`config.mk`:
```
export PLATFORM = sky130hd
export DESIGN_NAME = sha1_hash_engine
export DESIGN_NICKNAME = d
export VERILOG_FILES = /design/src/design/sha1_pkg.sv /design/src/design/sha1_hash_engine.sv
export SDC_FILE = /design/constraint.sdc
export NUM_CORES = 2
export LEC_CHECK = 0
export BUFFER_PORTS_ARGS = -buffer_cell sky130_fd_sc_hd__buf_2
export CAP_MARGIN = 40
export CORE_MARGIN = 2
export CORE_UTILIZATION = 50
export CTS_CLUSTER_SIZE = 8
export DETAILED_ROUTE_END_ITERATION = 16
export PLACE_DENSITY = 0.64
export SYNTH_ARGS = -nofsm -noshare
export SYNTH_HDL_FRONTEND = slang
export SYNTH_SLANG_ARGS = --single-unit
export TNS_END_PERCENT = 100
```
`constraint.sdc`:
```
create_clock -name clk_i -period 6.9 [get_ports clk_i]
set_clock_uncertainty 0.15 [all_clocks]
set_input_delay 1.38 -clock clk_i [delete_from_list [all_inputs] [get_ports clk_i]]
set_output_delay 1.38 -clock clk_i [all_outputs]
set_load 0.02 [all_outputs]
```
`src/design/sha1_pkg.sv`:
```
// ----------------------------------------------------------------------------
// sha1_pkg
// Shared types and constants for the SHA-1 hash engine: sequencer states,
// request codes, round constants and the initial chaining vector.
// ----------------------------------------------------------------------------
package sha1_pkg;

  typedef enum logic [2:0] {
    ST_IDLE,
    ST_ROUND,
    ST_ADD,
    ST_PAD,
    ST_LEN,
    ST_OUT
  } state_e;

  localparam logic [1:0] REQ_BYTE     = 2'd0;
  localparam logic [1:0] REQ_BYTE_FIN = 2'd1;
  localparam logic [1:0] REQ_FIN      = 2'd2;
  localparam logic [1:0] REQ_NONE     = 2'd3;

  localparam int NumRounds = 80;
  localparam int NumWords  = 5;
  localparam int BlkWords  = 16;
  localparam int LenByte   = 56;

  localparam logic [31:0] K0 = 32'h5A827999;
  localparam logic [31:0] K1 = 32'h6ED9EBA1;
  localparam logic [31:0] K2 = 32'h8F1BBCDC;
  localparam logic [31:0] K3 = 32'hCA62C1D6;

  localparam logic [7:0] PAD_BYTE = 8'h80;

  typedef logic [31:0] word_t;
  typedef word_t chain_t [NumWords];

  localparam chain_t IV = '{32'h67452301, 32'hEFCDAB89, 32'h98BADCFE,
                            32'h10325476, 32'hC3D2E1F0};

endpackage

```
`src/design/sha1_hash_engine.sv`:
```
// ----------------------------------------------------------------------------
// sha1_hash_engine
// Streaming SHA-1: gathers bytes into a 64-byte block, compresses each block
// with one round unit, pads on finish and emits five words.
// ----------------------------------------------------------------------------
// Compression: the 64th byte of a block starts the NumRounds rounds on the
//   shared round unit, followed by one chaining add.
// Input: no byte is taken while a block is compressed or the digest is out.
// Finish: one or two padding blocks, each a pad or length load, the rounds
//   and one chaining add, after any full-block compression, then 5 words.
// Reset: asynchronous, active low; chaining words return to the initial
//   vector, bit count and fill index to zero; the block buffer is not reset.
module sha1_hash_engine (
  input  logic        clk_i,
  input  logic        rst_ni,
  input  logic        in_valid_i,
  output logic        in_ready_o,
  input  logic [1:0]  req_type_i,
  input  logic [7:0]  data_byte_i,
  output logic        out_valid_o,
  input  logic        out_ready_i,
  output logic [31:0] digest_word_o,
  output logic        last_word_o
);

  localparam logic [6:0] LastRnd  = 7'(sha1_pkg::NumRounds - 1);
  localparam logic [2:0] LastWord = 3'(sha1_pkg::NumWords - 1);

  sha1_pkg::state_e state_q, state_d;

  sha1_pkg::word_t  chain_q [sha1_pkg::NumWords];
  sha1_pkg::word_t  w_q     [sha1_pkg::BlkWords];
  sha1_pkg::word_t  w_d     [sha1_pkg::BlkWords];
  logic [31:0]      a_q, b_q, c_q, d_q, e_q;
  logic [63:0]      bits_q;
  logic [5:0]       fill_q;
  logic [6:0]       rnd_q;
  logic [2:0]       out_idx_q;
  logic             fin_pend_q, len_pend_q, last_blk_q;

  logic in_acc, out_acc, has_byte, is_fin, blk_full;
  logic start_comp, take_byte;
  logic [31:0] f_val, k_val, t_val, w_new;

  assign in_acc   = in_valid_i && in_ready_o;
  assign out_acc  = out_valid_o && out_ready_i;
  assign has_byte = (req_type_i == sha1_pkg::REQ_BYTE) ||
                    (req_type_i == sha1_pkg::REQ_BYTE_FIN);
  assign is_fin   = (req_type_i == sha1_pkg::REQ_BYTE_FIN) ||
                    (req_type_i == sha1_pkg::REQ_FIN);
  assign blk_full = (fill_q == 6'h3F);

  // Next state
  always_comb begin
    state_d = state_q;
    unique case (state_q)
      sha1_pkg::ST_IDLE: begin
        if (in_valid_i) begin
          unique case (req_type_i)
            sha1_pkg::REQ_BYTE:     state_d = blk_full ? sha1_pkg::ST_ROUND
                                                       : sha1_pkg::ST_IDLE;
            sha1_pkg::REQ_BYTE_FIN: state_d = blk_full ? sha1_pkg::ST_ROUND
                                                       : sha1_pkg::ST_PAD;
            sha1_pkg::REQ_FIN:      state_d = sha1_pkg::ST_PAD;
            default:                state_d = sha1_pkg::ST_IDLE;
          endcase
        end
      end
      sha1_pkg::ST_ROUND: begin
        if (rnd_q == LastRnd) state_d = sha1_pkg::ST_ADD;
      end
      sha1_pkg::ST_ADD: begin
        priority if (last_blk_q) state_d = sha1_pkg::ST_OUT;
        else if (len_pend_q)     state_d = sha1_pkg::ST_LEN;
        else if (fin_pend_q)     state_d = sha1_pkg::ST_PAD;
        else                     state_d = sha1_pkg::ST_IDLE;
      end
      sha1_pkg::ST_PAD:  state_d = sha1_pkg::ST_ROUND;
      sha1_pkg::ST_LEN:  state_d = sha1_pkg::ST_ROUND;
      sha1_pkg::ST_OUT: begin
        if (out_ready_i && out_idx_q == LastWord) state_d = sha1_pkg::ST_IDLE;
      end
      default: state_d = sha1_pkg::ST_IDLE;
    endcase
  end

  // Outputs and control strobes
  always_comb begin
    in_ready_o  = 1'b0;
    out_valid_o = 1'b0;
    start_comp  = 1'b0;
    take_byte   = 1'b0;
    unique case (state_q)
      sha1_pkg::ST_IDLE: begin
        in_ready_o = 1'b1;
        take_byte  = in_valid_i && has_byte;
        start_comp = take_byte && blk_full;
      end
      sha1_pkg::ST_PAD, sha1_pkg::ST_LEN: start_comp = 1'b1;
      sha1_pkg::ST_OUT: out_valid_o = 1'b1;
      default: ;
    endcase
  end

  assign digest_word_o = chain_q[out_idx_q];
  assign last_word_o   = (out_idx_q == LastWord);

  // Round unit
  always_comb begin
    priority if (rnd_q < 7'd20) begin
      f_val = (b_q & c_q) | (~b_q & d_q);
      k_val = sha1_pkg::K0;
    end else if (rnd_q < 7'd40) begin
      f_val = b_q ^ c_q ^ d_q;
      k_val = sha1_pkg::K1;
    end else if (rnd_q < 7'd60) begin
      f_val = (b_q & c_q) | (b_q & d_q) | (c_q & d_q);
      k_val = sha1_pkg::K2;
    end else begin
      f_val = b_q ^ c_q ^ d_q;
      k_val = sha1_pkg::K3;
    end
  end

  assign t_val = {a_q[26:0], a_q[31:27]} + f_val + e_q + w_q[0] + k_val;

  always_comb begin
    logic [31:0] x;
    x     = w_q[13] ^ w_q[8] ^ w_q[2] ^ w_q[0];
    w_new = {x[30:0], x[31]};
  end

  // Block buffer: byte writes, padding, length block, schedule shift
  always_comb begin
    logic [5:0] pos;
    pos = '0;
    for (int j = 0; j < sha1_pkg::BlkWords; j++) w_d[j] = w_q[j];
    unique case (state_q)
      sha1_pkg::ST_IDLE: begin
        if (take_byte) begin
          unique case (fill_q[1:0])
            2'd0: w_d[fill_q[5:2]][31:24] = data_byte_i;
            2'd1: w_d[fill_q[5:2]][23:16] = data_byte_i;
            2'd2: w_d[fill_q[5:2]][15:8]  = data_byte_i;
            default: w_d[fill_q[5:2]][7:0] = data_byte_i;
          endcase
        end
      end
      sha1_pkg::ST_ROUND: begin
        for (int j = 0; j < sha1_pkg::BlkWords - 1; j++) w_d[j] = w_q[j + 1];
        w_d[sha1_pkg::BlkWords - 1] = w_new;
      end
      sha1_pkg::ST_PAD: begin
        for (int j = 0; j < sha1_pkg::BlkWords; j++) begin
          for (int b = 0; b < 4; b++) begin
            pos = 6'(j * 4 + b);
            if (pos == fill_q)     w_d[j][31 - 8 * b -: 8] = sha1_pkg::PAD_BYTE;
            else if (pos > fill_q) w_d[j][31 - 8 * b -: 8] = 8'h00;
          end
        end
        if (fill_q < 6'(sha1_pkg::LenByte)) begin
          w_d[sha1_pkg::BlkWords - 2] = bits_q[63:32];
          w_d[sha1_pkg::BlkWords - 1] = bits_q[31:0];
        end
      end
      sha1_pkg::ST_LEN: begin
        for (int j = 0; j < sha1_pkg::BlkWords - 2; j++) w_d[j] = '0;
        w_d[sha1_pkg::BlkWords - 2] = bits_q[63:32];
        w_d[sha1_pkg::BlkWords - 1] = bits_q[31:0];
      end
      default: ;
    endcase
  end

  always_ff @(posedge clk_i) begin
    for (int j = 0; j < sha1_pkg::BlkWords; j++) w_q[j] <= w_d[j];
    if (start_comp) begin
      a_q <= chain_q[0];
      b_q <= chain_q[1];
      c_q <= chain_q[2];
      d_q <= chain_q[3];
      e_q <= chain_q[4];
    end else if (state_q == sha1_pkg::ST_ROUND) begin
      a_q <= t_val;
      b_q <= a_q;
      c_q <= {b_q[1:0], b_q[31:2]};
      d_q <= c_q;
      e_q <= d_q;
    end
  end

  always_ff @(posedge clk_i or negedge rst_ni) begin
    if (!rst_ni) begin
      state_q    <= sha1_pkg::ST_IDLE;
      for (int i = 0; i < sha1_pkg::NumWords; i++) chain_q[i] <= sha1_pkg::IV[i];
      bits_q     <= '0;
      fill_q     <= '0;
      rnd_q      <= '0;
      out_idx_q  <= '0;
      fin_pend_q <= 1'b0;
      len_pend_q <= 1'b0;
      last_blk_q <= 1'b0;
    end else begin
      state_q <= state_d;
      if (take_byte) begin
        bits_q <= bits_q + 64'd8;
        fill_q <= fill_q + 6'd1;
      end
      if (in_acc && is_fin) fin_pend_q <= 1'b1;
      if (start_comp) rnd_q <= '0;
      else if (state_q == sha1_pkg::ST_ROUND) rnd_q <= rnd_q + 7'd1;
      if (state_q == sha1_pkg::ST_PAD) begin
        fin_pend_q <= 1'b0;
        if (fill_q < 6'(sha1_pkg::LenByte)) last_blk_q <= 1'b1;
        else len_pend_q <= 1'b1;
      end
      if (state_q == sha1_pkg::ST_LEN) begin
        len_pend_q <= 1'b0;
        last_blk_q <= 1'b1;
      end
      if (state_q == sha1_pkg::ST_ADD) begin
        chain_q[0] <= chain_q[0] + a_q;
        chain_q[1] <= chain_q[1] + b_q;
        chain_q[2] <= chain_q[2] + c_q;
        chain_q[3] <= chain_q[3] + d_q;
        chain_q[4] <= chain_q[4] + e_q;
        last_blk_q <= 1'b0;
        out_idx_q  <= '0;
      end
      if (out_acc) begin
        if (last_word_o) begin
          // drop the message state and start afresh
          for (int i = 0; i < sha1_pkg::NumWords; i++) chain_q[i] <= sha1_pkg::IV[i];
          bits_q    <= '0;
          fill_q    <= '0;
          out_idx_q <= '0;
        end else begin
          out_idx_q <= out_idx_q + 3'd1;
        end
      end
    end
  end

  // Assertions
  a_no_overlap: assert property (@(posedge clk_i) disable iff (!rst_ni)
    !(in_ready_o && out_valid_o))
    else $error("input and output transactions overlap");

  a_rnd_range: assert property (@(posedge clk_i) disable iff (!rst_ni)
    state_q == sha1_pkg::ST_ROUND |-> rnd_q <= LastRnd)
    else $error("round counter out of range");

  a_full_block: assert property (@(posedge clk_i) disable iff (!rst_ni)
    in_acc && has_byte && blk_full |=> state_q == sha1_pkg::ST_ROUND && fill_q == 6'd0)
    else $error("full block not compressed");

  a_restart: assert property (@(posedge clk_i) disable iff (!rst_ni)
    out_acc && last_word_o |=> chain_q[0] == sha1_pkg::IV[0] && bits_q == 64'd0
                               && state_q == sha1_pkg::ST_IDLE)
    else $error("engine not returned to initial state after digest");

endmodule
```
==> impl_metrics.json <==
{
  "ctsHoldBuffers": 0,
  "antenna_found_initial": 2,
  "drv_slew": 0,
  "cts_tree": "done",
  "grt_overflow": 0,
  "fmax_mhz": 156,
  "dieArea_sq_mm": 0.126,
  "critical_path_required_ns": 7.36,
  "die_h_microns": 354,
  "layout.area.seq_sq_mm": 0.0264,
  "hold_viol": 0,
  "viasPerCell": 6.41,
  "synth_cells": 6769,
  "tightest_slew_ns": 1.04,
  "synthFlopType": "edfxtp_1",
  "start_util": 0.504,
  "dr.pass1.iters": 8,
  "clk_pin_slew_ns": 0.06,
  "worstSetupEndpointType": "flop",
  "synth.distinct_cells": 85,
  "hold_slack_ns": 0.358,
  "fill_cells": 10970,
  "critical_path_class": "reg -> reg",
  "relSlewSlack": 0.304,
  "port_buffers": 48,
  "min_from": "len_pend_q",
  "finalSetupTns_ns": 0,
  "crit_start": "rnd_q[5]",
  "num_vias": 53599,
  "final_common_cell": "nand2_1",
  "drt-initial-drc-count": 6684,
  "setup_viol": 0,
  "hold_path.class": "reg -> reg",
  "clock_sinks": 915,
  "cts_htree_levels": 4,
  "postSynthAreaPerCell_sq_um": 9.07,
  "insertedDiodeCount": 0,
  "cts_resized": 0,
  "arrival_ns": 6.87,
  "timing.rr.start": "rnd_q[5]",
  "regToRegEndpoint": "a_q[28]",
  "multi_input_area_sq_mm": 0.0323,
  "synthesis.nets": 7112,
  "core_area_sq_mm": 0.122,
  "grt_pass1_wl_mm": 320,
  "drive_gt1_frac": 0.0936,
  "post-cts-setup-buffers": 0,
  "cts-root-buf": "clkbuf_16",
  "fin_area_sq_mm": 0.0673,
  "period_minus_slack_ns": 6.41,
  "grt_setup_unrepaired": "no",
  "fin_crit_sh": 0.929,
  "maxCapViolCount": 0,
  "yosysWarnings": 0,
  "clk_latency_ns": 0.79,
  "syn-cell-area_sq_mm": 0.0614,
  "critPathLaunchType": "flop",
  "final_cell_mix": "nand2_1, o21ai_0, edfxtp_1",
  "first_global_vias": 51197,
  "place_congestion": 0.941,
  "grt_max_degree": 216,
  "grt_usage": 0.331,
  "crit_path_end": "a_q[28]",
  "final_nets": 7002,
  "rr_worst_depth": 22,
  "wl_per_cell_microns": 25.3,
  "row_count": 128,
  "placed_area_sq_mm": 0.0634,
  "synth-seq-cells": 915,
  "synthArstFlopShare": 0.266,
  "die_w_microns": 354,
  "cts_buffer_depth": 3,
  "area.growth.synth_to_final_pct": 9.63,
  "io_pins": 49,
  "outcome": "finished clean",
  "drc": 0,
  "ant_nets": 0,
  "cp_max_fo": 13,
  "hpwl_mm": 146,
  "numCtsBuffers": 133,
  "synth_edf_count": 672,
  "finalWirelength_mm": 211,
  "r2r_setup_slack_ns": 0.49,
  "ys_seq_area_frac": 0.429
}
==> kinds of logic after synthesis <==
group / synth area share
AND/OR/NAND/NOR: 0.153
AO/OA/AOI/OAI: 0.208
flip-flops: 0.429
buffers and inverters: 0.0465
adder cells (fa/ha/maj): 0.0824
XOR/XNOR: 0.0427
multiplexers: 0.0380
==> synthesized netlist by cell type (all sizes together) (23+ instances only) <==
cell	n	area (sq um)
buf	61	260
a31oi	29	188
dfstp	80	2100
ha	204	2550
xnor2	163	1430
nand2b	32	200
a221oi	26	228
o211ai	52	390
nor2	263	987
clkbuf	381	1430
fa	125	2500
edfxtp	672	20200
and3	41	257
xor2	136	1190
o221ai	45	394
nor2b	25	156
a21oi	314	1570
mux4	32	721
inv	306	1150
a21o	90	676
nand3	84	425
mux2i	42	420
a211oi	46	345
o21bai	23	173
o21a	23	173
or3	31	194
a22oi	522	3920
dfrtp	163	4080
nand4	24	150
nand2	1665	6250
o21ai	709	3550
nor3	65	337
mux2	106	1190
==> how the worst min path moves through the flow <==
stage	end	depth (start not counted)
5_1_grt	len_pend_q	1
6_report	len_pend_q	1
3_3_place_gp	len_pend_q	1
4_1_cts	chain_q[96]	2
3_5_place_dp	len_pend_q	1
2_1_floorplan	chain_q[159]	1
==> layout make-up <==
type | count | area share
timing repair buffer | 197 | 0.0228
inverter | 310 | 0.0174
sequential | 915 | 0.392
multi-input combinational | 5102 | 0.480
clock buffer | 204 | 0.0548
tap | 1625 | 0.0302
clock inverter | 13 | 0.00312
==> flip-flops by register name (all words and copies together), names as in the netlist, 6 cells and up <==
| name | flops |
|---|---|
| rnd_q | 7 |
| bits_q | 61 |
| d_q | 32 |
| w_q | 512 |
| e_q | 32 |
| b_q | 32 |
| a_q | 32 |
| c_q | 32 |
| chain_q | 160 |
| fill_q | 6 |
==> worst max-delay path, cell delays in order, from the launching register on <==
cell and delay (ns):
dfrtp_1 0.45, a41oi_1 0.29, nand2_1 0.13, nand2_1 0.14, clkinvlp_4 0.30, a221oi_1 0.40, fa_1 0.47, inv_1 0.09
fa_1 0.43, inv_1 0.11, fa_1 0.42, inv_1 0.07, ha_1 0.27, and3_1 0.23, a221oi_1 0.34, nor2_1 0.09
a211oi_1 0.30, nand3_1 0.21, and3_1 0.26, o31ai_1 0.46, a21boi_0 0.20, o21a_1 0.20, o31ai_1 0.21
==> per-stage QoR <==
step | std cells | util | setup WS, ns
final | 8366 | 0.552 | 0.491
after global routing | 8366 | 0.552 | 0.0228
after CTS | 8365 | 0.552 | 0.359
after detailed placement | 8148 | 0.520 | 0.374
after global placement | 8101 | 0.516 | 0.403
after floorplan | 6769 | - | 0.806
==> metal layers <==
metal  vias to the layer above  wire (microns)  GRT usage
li1                      24080               -          -
met1                     26069           84600      0.447
met2                      2907           96100      0.516
met3                       539           19200     0.0532
met4                         4           11500      0.170
met5                         -              25          0
Power is not shown: default switching activity piles up to over one toggle a cycle in this logic, so the estimate is an artifact.
